--- config.mk ---
export PLATFORM = sky130hd
export DESIGN_NAME = rph_ctrl
export DESIGN_NICKNAME = d
export VERILOG_FILES = /design/src/rtl/rph_pkg.sv /design/src/rtl/rph_ctrl.sv
export SDC_FILE = /design/constraint.sdc
export NUM_CORES = 1
export LEC_CHECK = 0
export BUFFER_PORTS_ARGS = -buffer_cell sky130_fd_sc_hd__buf_2
export CAP_MARGIN = 20
export CORE_AREA = 2 2 39 41
export DETAILED_ROUTE_END_ITERATION = 10
export DIE_AREA = 0 0 41 43
export SETUP_SLACK_MARGIN = 0.3
export SYNTH_ARGS = -nofsm -noshare
export SYNTH_HDL_FRONTEND = slang
export SYNTH_SLANG_ARGS = --single-unit
--- constraint.sdc ---
create_clock -name clk -period 1.5 [get_ports clk]
set_input_delay 0.225 -clock clk [delete_from_list [all_inputs] [get_ports clk]]
set_output_delay 0.225 -clock clk [all_outputs]
set_load 0.01 [all_outputs]
--- src/rtl/rph_pkg.sv ---
// ----------------------------------------------------------------------------
// rph_pkg: shared types and constants
// request codes, readout table codes, controller states and the command and
// status groups passed between controller and datapath
// ----------------------------------------------------------------------------
package rph_pkg;

  // fixed field widths
  localparam int REQ_W  = 2;
  localparam int LEN_W  = 11;
  localparam int CODE_W = 3;
  localparam int QV_W   = 8;
  localparam int POS_W  = 10;
  localparam int TBL_W  = 3;
  localparam int IDX_W  = 16;
  localparam int VAL_W  = 64;

  // call codes A C G T N
  localparam int CALL_CODES = 5;
  localparam int CALL_AW    = 3;
  localparam int SCALAR_COUNT = 4;

  typedef enum logic [REQ_W-1:0] {
    REQ_READ_START = 2'd0,
    REQ_BASE       = 2'd1,
    REQ_QUALITY    = 2'd2,
    REQ_READOUT    = 2'd3
  } rph_req_t;

  typedef enum logic [TBL_W-1:0] {
    TBL_SCALAR = 3'd0,
    TBL_CALL   = 3'd1,
    TBL_QUAL   = 3'd2,
    TBL_LEN    = 3'd3,
    TBL_PCALL  = 3'd4,
    TBL_PQUAL  = 3'd5
  } rph_tbl_t;

  typedef enum logic [1:0] {
    SCL_READ_COUNT = 2'd0,
    SCL_BASE_TOTAL = 2'd1,
    SCL_LONGEST    = 2'd2,
    SCL_HIGHEST    = 2'd3
  } rph_scalar_t;

  typedef enum logic [1:0] {
    ST_CLEAR  = 2'd0,
    ST_IDLE   = 2'd1,
    ST_LOOKUP = 2'd2,
    ST_UPDATE = 2'd3
  } rph_state_t;

  typedef struct packed {
    logic clear;
    logic accept;
    logic lookup;
    logic update;
  } rph_cmd_t;

  typedef struct packed {
    logic clear_last;
  } rph_stat_t;

endpackage

--- src/rtl/rph_ctrl.sv ---
// ----------------------------------------------------------------------------
// rph_ctrl: request sequencer
// clearing pass after reset, then accept / lookup / update per request
// ----------------------------------------------------------------------------
module rph_ctrl (
  input  logic              clk,
  input  logic              rst,
  input  logic              start,
  output logic              busy,
  input  rph_pkg::rph_stat_t stat,
  output rph_pkg::rph_cmd_t  cmd
);
  import rph_pkg::*;

  rph_state_t state;
  rph_state_t state_next;

  always_ff @(posedge clk) begin
    if (rst) begin
      state <= ST_CLEAR;
    end else begin
      state <= state_next;
    end
  end

  always_comb begin
    state_next = state;
    cmd        = '0;
    busy       = 1'b1;
    unique case (state)
      ST_CLEAR: begin
        cmd.clear = 1'b1;
        if (stat.clear_last) begin
          state_next = ST_IDLE;
        end
      end
      ST_IDLE: begin
        busy = 1'b0;
        if (start) begin
          cmd.accept = 1'b1;
          state_next = ST_LOOKUP;
        end
      end
      ST_LOOKUP: begin
        cmd.lookup = 1'b1;
        state_next = ST_UPDATE;
      end
      ST_UPDATE: begin
        cmd.update = 1'b1;
        state_next = ST_IDLE;
      end
      default: begin
        state_next = ST_CLEAR;
      end
    endcase
  end

endmodule

==> out/summary.txt, run 1 <==
total gr overflow = 0
P_leak = 0.000146 uW
WL/cell = 6.98 um
min-delay src = rst
area of the multi-input gates = 131 um^2
P per Cell Area = 1380 nW/um^2
fraction of layout cells with a size suffix above 1 = 71.9%
Die Y = 43 um
crit path time final = 1200 ps
Hold Path Class = primary input to flip-flop
Sequential Power Share = 21.6%
clock power share = 28.8%
sequential fraction of the synthesis area = 24.1%
Initial Utilization = 12.0%
final worst path period share = 80.0%
Startpoint Class = flip-flop
setup TNS = 0 ps
Mapped Avg Cell Area = 8.76 um^2
worst skew pair latency = 220 ps
drt drc = 0
measured slew at the worst slew-check pin = 115 ps
Placed Instance Area = 226 um^2
gr usage total = 5.71%
FF+latch area = 45.0 um^2
vias = 157
Rows = 14
Regs by FF count = state (2)
H-tree lvl count = 1
synth warn = 0
cts hold-fix bufs = 0
Detail Placement HPWL = 253 um
routed vias/inst = 3.27
Final Hold Violating Endpoints = 0
max-capacitance violation count = 0
Finish-stage setup viols = 0
global-route wire length before repair = 572 um
Layout Skew = 3.70 ps
Peak VDD IR = 0.272 mV
fillers = 162
Clock transition at path regs = 30 ps
Synth Register Bits = 2
ant diodes = 0
routability cong. = 0.575
reg2reg start = state[0]
antenna violations before repair = 0
max reg flops = 2
io pins = 9
Sw Pwr = 139 uW
arrival time worst endpoint = 980 ps
Most flops, register = state
Root Buffer = clkbuf_4
post-synth net total = 27
Crit Path Category = flip-flop to primary output
TritonCTS Buffers = 3
Max Fclk = 0.833 GHz
hold endpoint = state[0]
CTS Buffer Depth = 2
post-route design area = 302 um^2
DRT Pass-1 Iters = 1
outcome = completed
overall power = 416 uW
switch share = 33.4%
overall routed net length = 335 um
worst flop-to-flop path endpoint = state[1]
post-synth cell types = 10
Post-DRT Antenna Nets = 0
# nets final = 42
Setup crit end kind = primary output
Die Span X = 41 um
pin count of the biggest net entering global routing = 5
TritonCTS sink count = 2
number of global-route vias before repair = 162
Die ar. = 1760 um^2
core area = 1380 um^2
Pint = 277 uW
Max transition margin = 92.1%
worst-path maximum fanout = 3
unrepaired setup endpoints after global routing = true
Logic pwr share = 49.6%
CTS tree = yes
Mapped Cells = 19
Final Slew Violations = 0
flop2flop setup slack = 380 ps
Hold Crit Depth = 2
Worst Path Required = 1270 ps
IO Port Bufs = 8
initial drt markers = 0
area growth from synthesis to layout = 81.2%
synthesized area = 166 um^2
R2R depth = 5
-- timing repair --
action                     4_1_cts  5_1_grt
gates resized for setup          7        6
setup endpoints to repair        4        7
setup buffers                    1        1
pin swaps                        2        1
-- layout make-up --
type,count,share of cell area [%]
inverter,4,4.98
tap,16,6.64
multi-input combinational,13,43.6
sequential,2,14.9
timing repair buffer,10,22.4
clock buffer,3,7.47
-- metrics by stage --
stage / hold slack [ps] / worst slack (ps) / util [%] / instances
finish: 171 / 300 / 21.8 / 48
CTS: 163 / 275 / 19.8 / 47
global route: 169 / 236 / 21.8 / 48
floorplan: 294 / 343 / - / 19
global placement: 412 / 307 / 16.4 / 43
detailed placement: 412 / 313 / 16.4 / 43
-- critical path, stage by stage (launching register included) --
cell,delay (ps)
dfxtp_2,310
buf_4,140
ha_1,170
buf_2,130
-- power by group through the flow --
stage	clock, uW	combinational, uW	sequential, uW
after floorplan	0	106	80.4
after global placement	0	146	83.9
after detailed placement	0	147	84.0
after CTS	129	177	87.8
after global routing	141	232	93.2
final	120	206	89.8
-- cell usage in the layout, fill, tap and decap left out, drive strengths merged --
master / n
ha: 4
dfxtp: 2
nand2b: 2
nor2: 1
mux2i: 1
o21ai: 1
buf: 10
nor2b: 1
or2: 1
a21oi: 2
inv: 4
clkbuf: 3
-- layer usage --
layer	track usage [%]	share of wire, %	routed length, um	vias up
met5	0	0	0	-
met4	8.00	0	0	0
met3	3.14	7.5	25	0
met2	7.50	57	191	5
met1	4.79	35	118	67
li1	-	-	-	85
-- worst max path at each step --
stage,startpoint,to,cells after the start
4_1_cts,state[1],cmd[2],5
6_report,state[1],cmd[1],3
3_3_place_gp,state[0],state[1],5
3_5_place_dp,state[0],state[1],5
2_1_floorplan,state[0],state[1],5
5_1_grt,state[1],cmd[2],5
-- cell families after synthesis --
group	Yosys count	synth area share (%)
adders and majority gates	4	30.1
AOI/OAI and AO/OA	3	9.02
buffers and inverters	4	9.02
and+or+nand+nor	5	21.8
DFF	2	24.1
muxes	1	6.02
-- synthesized netlist by cell type --
cell / n / area (um^2)
inv_1: 4 / 15.0
or2_0: 1 / 6.26
o21ai_0: 1 / 5.00
mux2i_1: 1 / 10.0
dfxtp_1: 2 / 40.0
nor2_1: 1 / 3.75
nand2b_1: 2 / 12.5
a21oi_1: 2 / 10.0
nor2b_4: 1 / 13.8
ha_1: 4 / 50.1
Note: power is estimated with default switching activity, not from simulation.
==> run 2: changes to the inputs <==
==> constraint.sdc (replaced) <==
create_clock -name clk -period 1.24 [get_ports clk]
set_input_delay 0.186 -clock clk [delete_from_list [all_inputs] [get_ports clk]]
set_output_delay 0.186 -clock clk [all_outputs]
set_load 0.01 [all_outputs]
==> run 2 against run 1 <==
  * Clock skew decreased by 2.1 ps
  * Cell count unchanged
  * Setup slack got worse by 220 ps
  * Sequential share of layout area decreased by 1.9 points
  * Total power increased by 38%
  * Clock power increased by 17%
  * Register-to-register slack got worse by 280 ps
  * Clock-buffer cell count unchanged
  * Largest power group unchanged
  * Die area unchanged
  * Largest cell class unchanged
  * Final area increased by 15%
==> out/summary.txt, run 2 (same netlist as run 1, synthesis figures left out) <==
Final Hold Violating Endpoints = 0 (unchanged)
io pins = 9 (unchanged)
most common cell after layout, fill and taps aside = buf_2
post-route design area = 347 um^2 (+15%)
max-capacitance violation count = 0 (unchanged)
Hold Path Class = primary input to flip-flop
global-route wire length before repair = 669 um (+17%)
R2R depth = 5 (unchanged)
Max Fclk = 0.859 GHz
area growth from synthesis to layout = 108%
measured slew at the worst slew-check pin = 218 ps (+103 ps)
Placed Instance Area = 248 um^2 (+9.4%)
Peak VDD IR = 0.332 mV (+22%)
Finish-stage setup viols = 0 (unchanged)
crit path time final = 1160 ps
arrival time worst endpoint = 980 ps (about the same)
routed vias/inst = 3.48 (+6.4%)
gr usage total = 6.21% (+0.49 points)
DRT Pass-1 Iters = 1 (unchanged)
Die ar. = 1760 um^2 (unchanged)
Startpoint Class = flip-flop
pin count of the biggest net entering global routing = 5 (unchanged)
Initial Utilization = 12.0% (unchanged)
worst skew pair latency = 220 ps (about the same)
routability cong. = 0.526 (-8.5%)
Regs by FF count = state (2)
Die Span X = 41 um (unchanged)
Setup crit end kind = primary output
total gr overflow = 0 (unchanged)
CTS tree = yes
commonest cells after routing, fill and taps aside = 5 x buf_2, 4 x buf_6, 3 x ha_4, 3 x clkbuf_4
antenna violations before repair = 0 (unchanged)
worst-path maximum fanout = 2 (-1)
worst flop-to-flop path endpoint = state[0]
P_leak = 0.000152 uW (+4.7%)
reg2reg start = state[0]
vias = 167 (+6.4%)
Critical path origin = state[1]
fraction of layout cells with a size suffix above 1 = 81.3% (+9.4 points)
Root Buffer = clkbuf_4
P per Cell Area = 1660 nW/um^2 (+20%)
TritonCTS sink count = 2 (unchanged)
TritonCTS Buffers = 3 (unchanged)
setup TNS = 0 ps (unchanged)
final worst path period share = 93.9%
Layout Skew = 1.61 ps (-2.09 ps)
unrepaired setup endpoints after global routing = true
Rows = 14 (unchanged)
IO Port Bufs = 8 (unchanged)
Max transition margin = 85.3% (-6.8 points)
number of global-route vias before repair = 176 (+8.6%)
overall power = 574 uW (+38%)
Most flops, register = state
max reg flops = 2 (unchanged)
# nets final = 42 (unchanged)
worst setup path endpoint = cmd[2]
H-tree lvl count = 1 (unchanged)
overall routed net length = 408 um (+22%)
drt drc = 0 (unchanged)
CTS Buffer Depth = 2 (unchanged)
WL/cell = 8.50 um (+22%)
ant diodes = 0 (unchanged)
core area = 1380 um^2 (unchanged)
fillers = 161 (-0.62%)
Worst Path Required = 1050 ps (-220 ps)
flop2flop setup slack = 100 ps (-280 ps)
Crit Path Category = flip-flop to primary output
initial drt markers = 0 (unchanged)
outcome = completed
Post-DRT Antenna Nets = 0 (unchanged)
Die Y = 43 um (unchanged)
Clock transition at path regs = 30 ps (about the same)
Final Slew Violations = 0 (unchanged)
-- run 2: changes by cell type in the layout (fill, tap and decap cells not counted), moves of 2 or more --
cell	delta
a21oi_2	+2
inv_4	+2
a21oi_1	-2
ha_4	+2
buf_6	+2
inv_2	-2
-- run 2: worst min path at each step --
stage	startpoint	end	slack [ps]	depth (start not counted)
after CTS	rst	state[0]	130	2
after floorplan	rst	state[0]	250	1
after global placement	rst	state[0]	360	2
after detailed placement	rst	state[0]	370	2
final	rst	state[0]	140	2
after global routing	rst	state[0]	150	2
-- run 2: timing repair --
item,CTS,global route
setup endpoints to repair,7,7
gates resized for setup,13,2
hold buffers,0,0
buffers inserted,2,0
pin swaps,2,2
-- run 2: final cells by class --
type / count / area [um^2] / share of cell area [%]
inverters: 4 / 20.0 / 5.78
clock buffers: 3 / 22.5 / 6.50
flip-flops and latches: 2 / 45.0 / 13.0
repair buffers: 10 / 77.6 / 22.4
well taps: 16 / 20.0 / 5.78
multi-input cells: 13 / 161 / 46.6
-- run 2: critical path, stage by stage, from the launching register on --
cell     delay [ps]
dfxtp_2         350
inv_4            50
ha_4            150
inv_2            50
nor2_2           30
buf_2           130
-- run 2: routing by layer --
layer	wire length [um]	share of wire [%]	up-vias	GRT usage, %
met1	136	33	77	5.41
met3	33	8.1	0	3.14
met5	0	0	-	0
met4	0	0	0	6.00
li1	-	-	84	-
met2	237	58	6	9.38
-- run 2: per-stage QoR --
step	worst slack, ps	std cells	utilization (%)	hold WS [ps]
2_1_floorplan	215	19	-	248
6_report	76.0	48	25.0	145
3_5_place_dp	172	43	17.9	367
4_1_cts	70.6	48	24.8	127
3_3_place_gp	188	43	17.9	361
5_1_grt	27.1	48	25.0	147
-- run 2: where the power goes --
part | internal [uW] | total (uW) | switching [uW]
logic | 177 | 317 | 140
registers | 88.7 | 117 | 28.0
clock network | 106 | 140 | 33.7
total | 373 | 574 | 201
==> run 3: changes to the inputs <==
--- a/config.mk
+++ b/config.mk
@@ -10,7 +10,7 @@
 export CORE_AREA = 2 2 39 41
 export DETAILED_ROUTE_END_ITERATION = 10
 export DIE_AREA = 0 0 41 43
-export SETUP_SLACK_MARGIN = 0.3
+export SETUP_SLACK_MARGIN = 0.05
 export SYNTH_ARGS = -nofsm -noshare
 export SYNTH_HDL_FRONTEND = slang
 export SYNTH_SLANG_ARGS = --single-unit
==> run 3 against run 2 <==
  * Die area unchanged
  * First-iteration DRC count increased by 2
  * Critical path depth unchanged
  * Utilization shrank 3.4 points
  * Clock power grew 3%
  * Largest cell class unchanged
  * Clock-buffer cell count stayed put
  * Flip-flop and latch count stayed put
  * Clock skew up 2.3 ps
  * Cell count rose by 2.1%
  * Sequential share of layout area is 1.2 points higher
==> out/summary.txt, run 3 (same netlist as run 1, synthesis figures left out) <==
Rows = 14 (unchanged)
Finish-stage setup viols = 0 (unchanged)
routability cong. = 0.585 (+11%)
global-route wire length before repair = 676 um (+1.0%)
hold_ws = 144 ps (-0.401 ps)
max reg flops = 2 (unchanged)
Clock transition at path regs = 30 ps (about the same)
Crit Path Category = flip-flop to primary output
Initial Utilization = 12.0% (unchanged)
worst skew pair latency = 220 ps (about the same)
crit path cell chain = buf_6 -> ha_4 -> inv_2 -> nor2_1 -> buf_2
overall power = 496 uW (-14%)
unrepaired setup endpoints after global routing = true
TritonCTS Buffers = 3 (unchanged)
final worst path period share = 95.5% (+1.6 points)
P_leak = 0.000149 uW (-2.5%)
Hold Path Class = primary input to flip-flop
Detail Placement HPWL = 273 um
CP max-delay cell = dfxtp_2
gr usage total = 6.01% (-0.19 points)
number of global-route vias before repair = 174 (-1.1%)
worst-path maximum fanout = 3 (+1)
Hold Crit Depth = 2 (unchanged)
Post-DRT Antenna Nets = 0 (unchanged)
# nets final = 43 (+2.4%)
Peak VDD IR = 0.505 mV (+52%)
WL/cell = 7.88 um (-7.3%)
io pins = 9 (unchanged)
post-route insts no fill = 49 (+2.1%)
initial drt markers = 2 (+2)
Regs by FF count = state (2)
setup TNS = 0 ps (unchanged)
fraction of layout cells with a size suffix above 1 = 69.7% (-12 points)
ant diodes = 0 (unchanged)
fin util = 21.6% (-3.4 points)
routed vias/inst = 3.43 (-1.5%)
Startpoint Class = flip-flop
Most flops, register = state
H-tree lvl count = 1 (unchanged)
max incr delay on CP = 310 ps (-40 ps)
drt drc = 0 (unchanged)
measured slew at the worst slew-check pin = 225 ps (+6.53 ps)
IO Port Bufs = 8 (unchanged)
flop2flop setup slack = 110 ps (about the same)
Max transition margin = 84.9% (-0.44 points)
Die ar. = 1760 um^2 (unchanged)
Layout Skew = 3.95 ps (+2.35 ps)
core area = 1380 um^2 (unchanged)
Max Fclk = 0.845 GHz (-1.7%)
Worst Path Required = 1050 ps (about the same)
fillers = 163 (+1.2%)
Die Y = 43 um (unchanged)
crit path time final = 1180 ps (+20.1 ps)
Final Hold Violating Endpoints = 0 (unchanged)
CTS tree = yes
commonest cells after routing, fill and taps aside = 8 x buf_2, 3 x clkbuf_4
P per Cell Area = 1660 nW/um^2 (+0.20%)
most common cell after layout, fill and taps aside = buf_2
overall routed net length = 386 um (-5.4%)
TritonCTS sink count = 2 (unchanged)
total gr overflow = 0 (unchanged)
Root Buffer = clkbuf_4
arrival time worst endpoint = 1000 ps (+20 ps)
Final Slew Violations = 0 (unchanged)
outcome = completed
CTS Buffer Depth = 2 (unchanged)
DRT Pass-1 Iters = 2 (+1)
pin count of the biggest net entering global routing = 4 (-1)
Setup crit end kind = primary output
vias = 168 (+0.60%)
placed cell count = 45 (+4.7%)
max-capacitance violation count = 0 (unchanged)
antenna violations before repair = 0 (unchanged)
R2R depth = 5 (unchanged)
area growth from synthesis to layout = 79.7%
Die Span X = 41 um (unchanged)
==> run 3: path summary, 6_finish.rpt <==
path,end,from
max reg2reg,state[1],state[0]
min reg2reg,state[1],state[1]
max,cmd[2],state[0]
min,state[0],rst
==> run 3: per-layer routing <==
layer	track usage, %	wire [um]
met1	6.71	149
met2	7.50	206
met3	4.71	30
met4	4.00	0
met5	0	0
==> run 3: layout make-up <==
type,instances,area (um^2),area share (%)
Tap cell,16,20.0,6.69
Timing Repair Buffer,11,66.3,22.2
Clock buffer,3,22.5,7.53
Inverter,4,15.0,5.02
Sequential cell,2,42.5,14.2
Multi-Input combinational cell,13,133,44.4
==> run 3: timing repair <==
action | 4_1_cts | 5_1_grt
gates resized for setup | 6 | 4
endpoints found under the setup margin | 2 | 6
hold buffers | 0 | 0
pin swaps | 2 | 1
hold endpoints to repair | 0 | 0
buffers inserted | 1 | 0
==> run 3: worst max-delay path: cells and delay by family (launching register included) <==
kind                     cells  cell delay [ps]
adder cells (fa/ha/maj)      1              150
buffers and inverters        3              290
flip-flops                   1              310
AND/OR/NAND/NOR              1               30
==> run 3: report_power, final <==
group | switching, uW | internal, uW | leakage [uW]
clock network | 37.4 | 107 | 0.0000138
registers | 10.6 | 86.3 | 0.0000172
logic | 124 | 131 | 0.000118
==> run 3: through the flow <==
step / worst slack (ps) / area, um^2
after global routing: -11.5 / 299
after detailed placement: 115 / 241
final: 56.0 / 299
after floorplan: 83.4 / 166
after global placement: 124 / 241
after CTS: 44.6 / 289
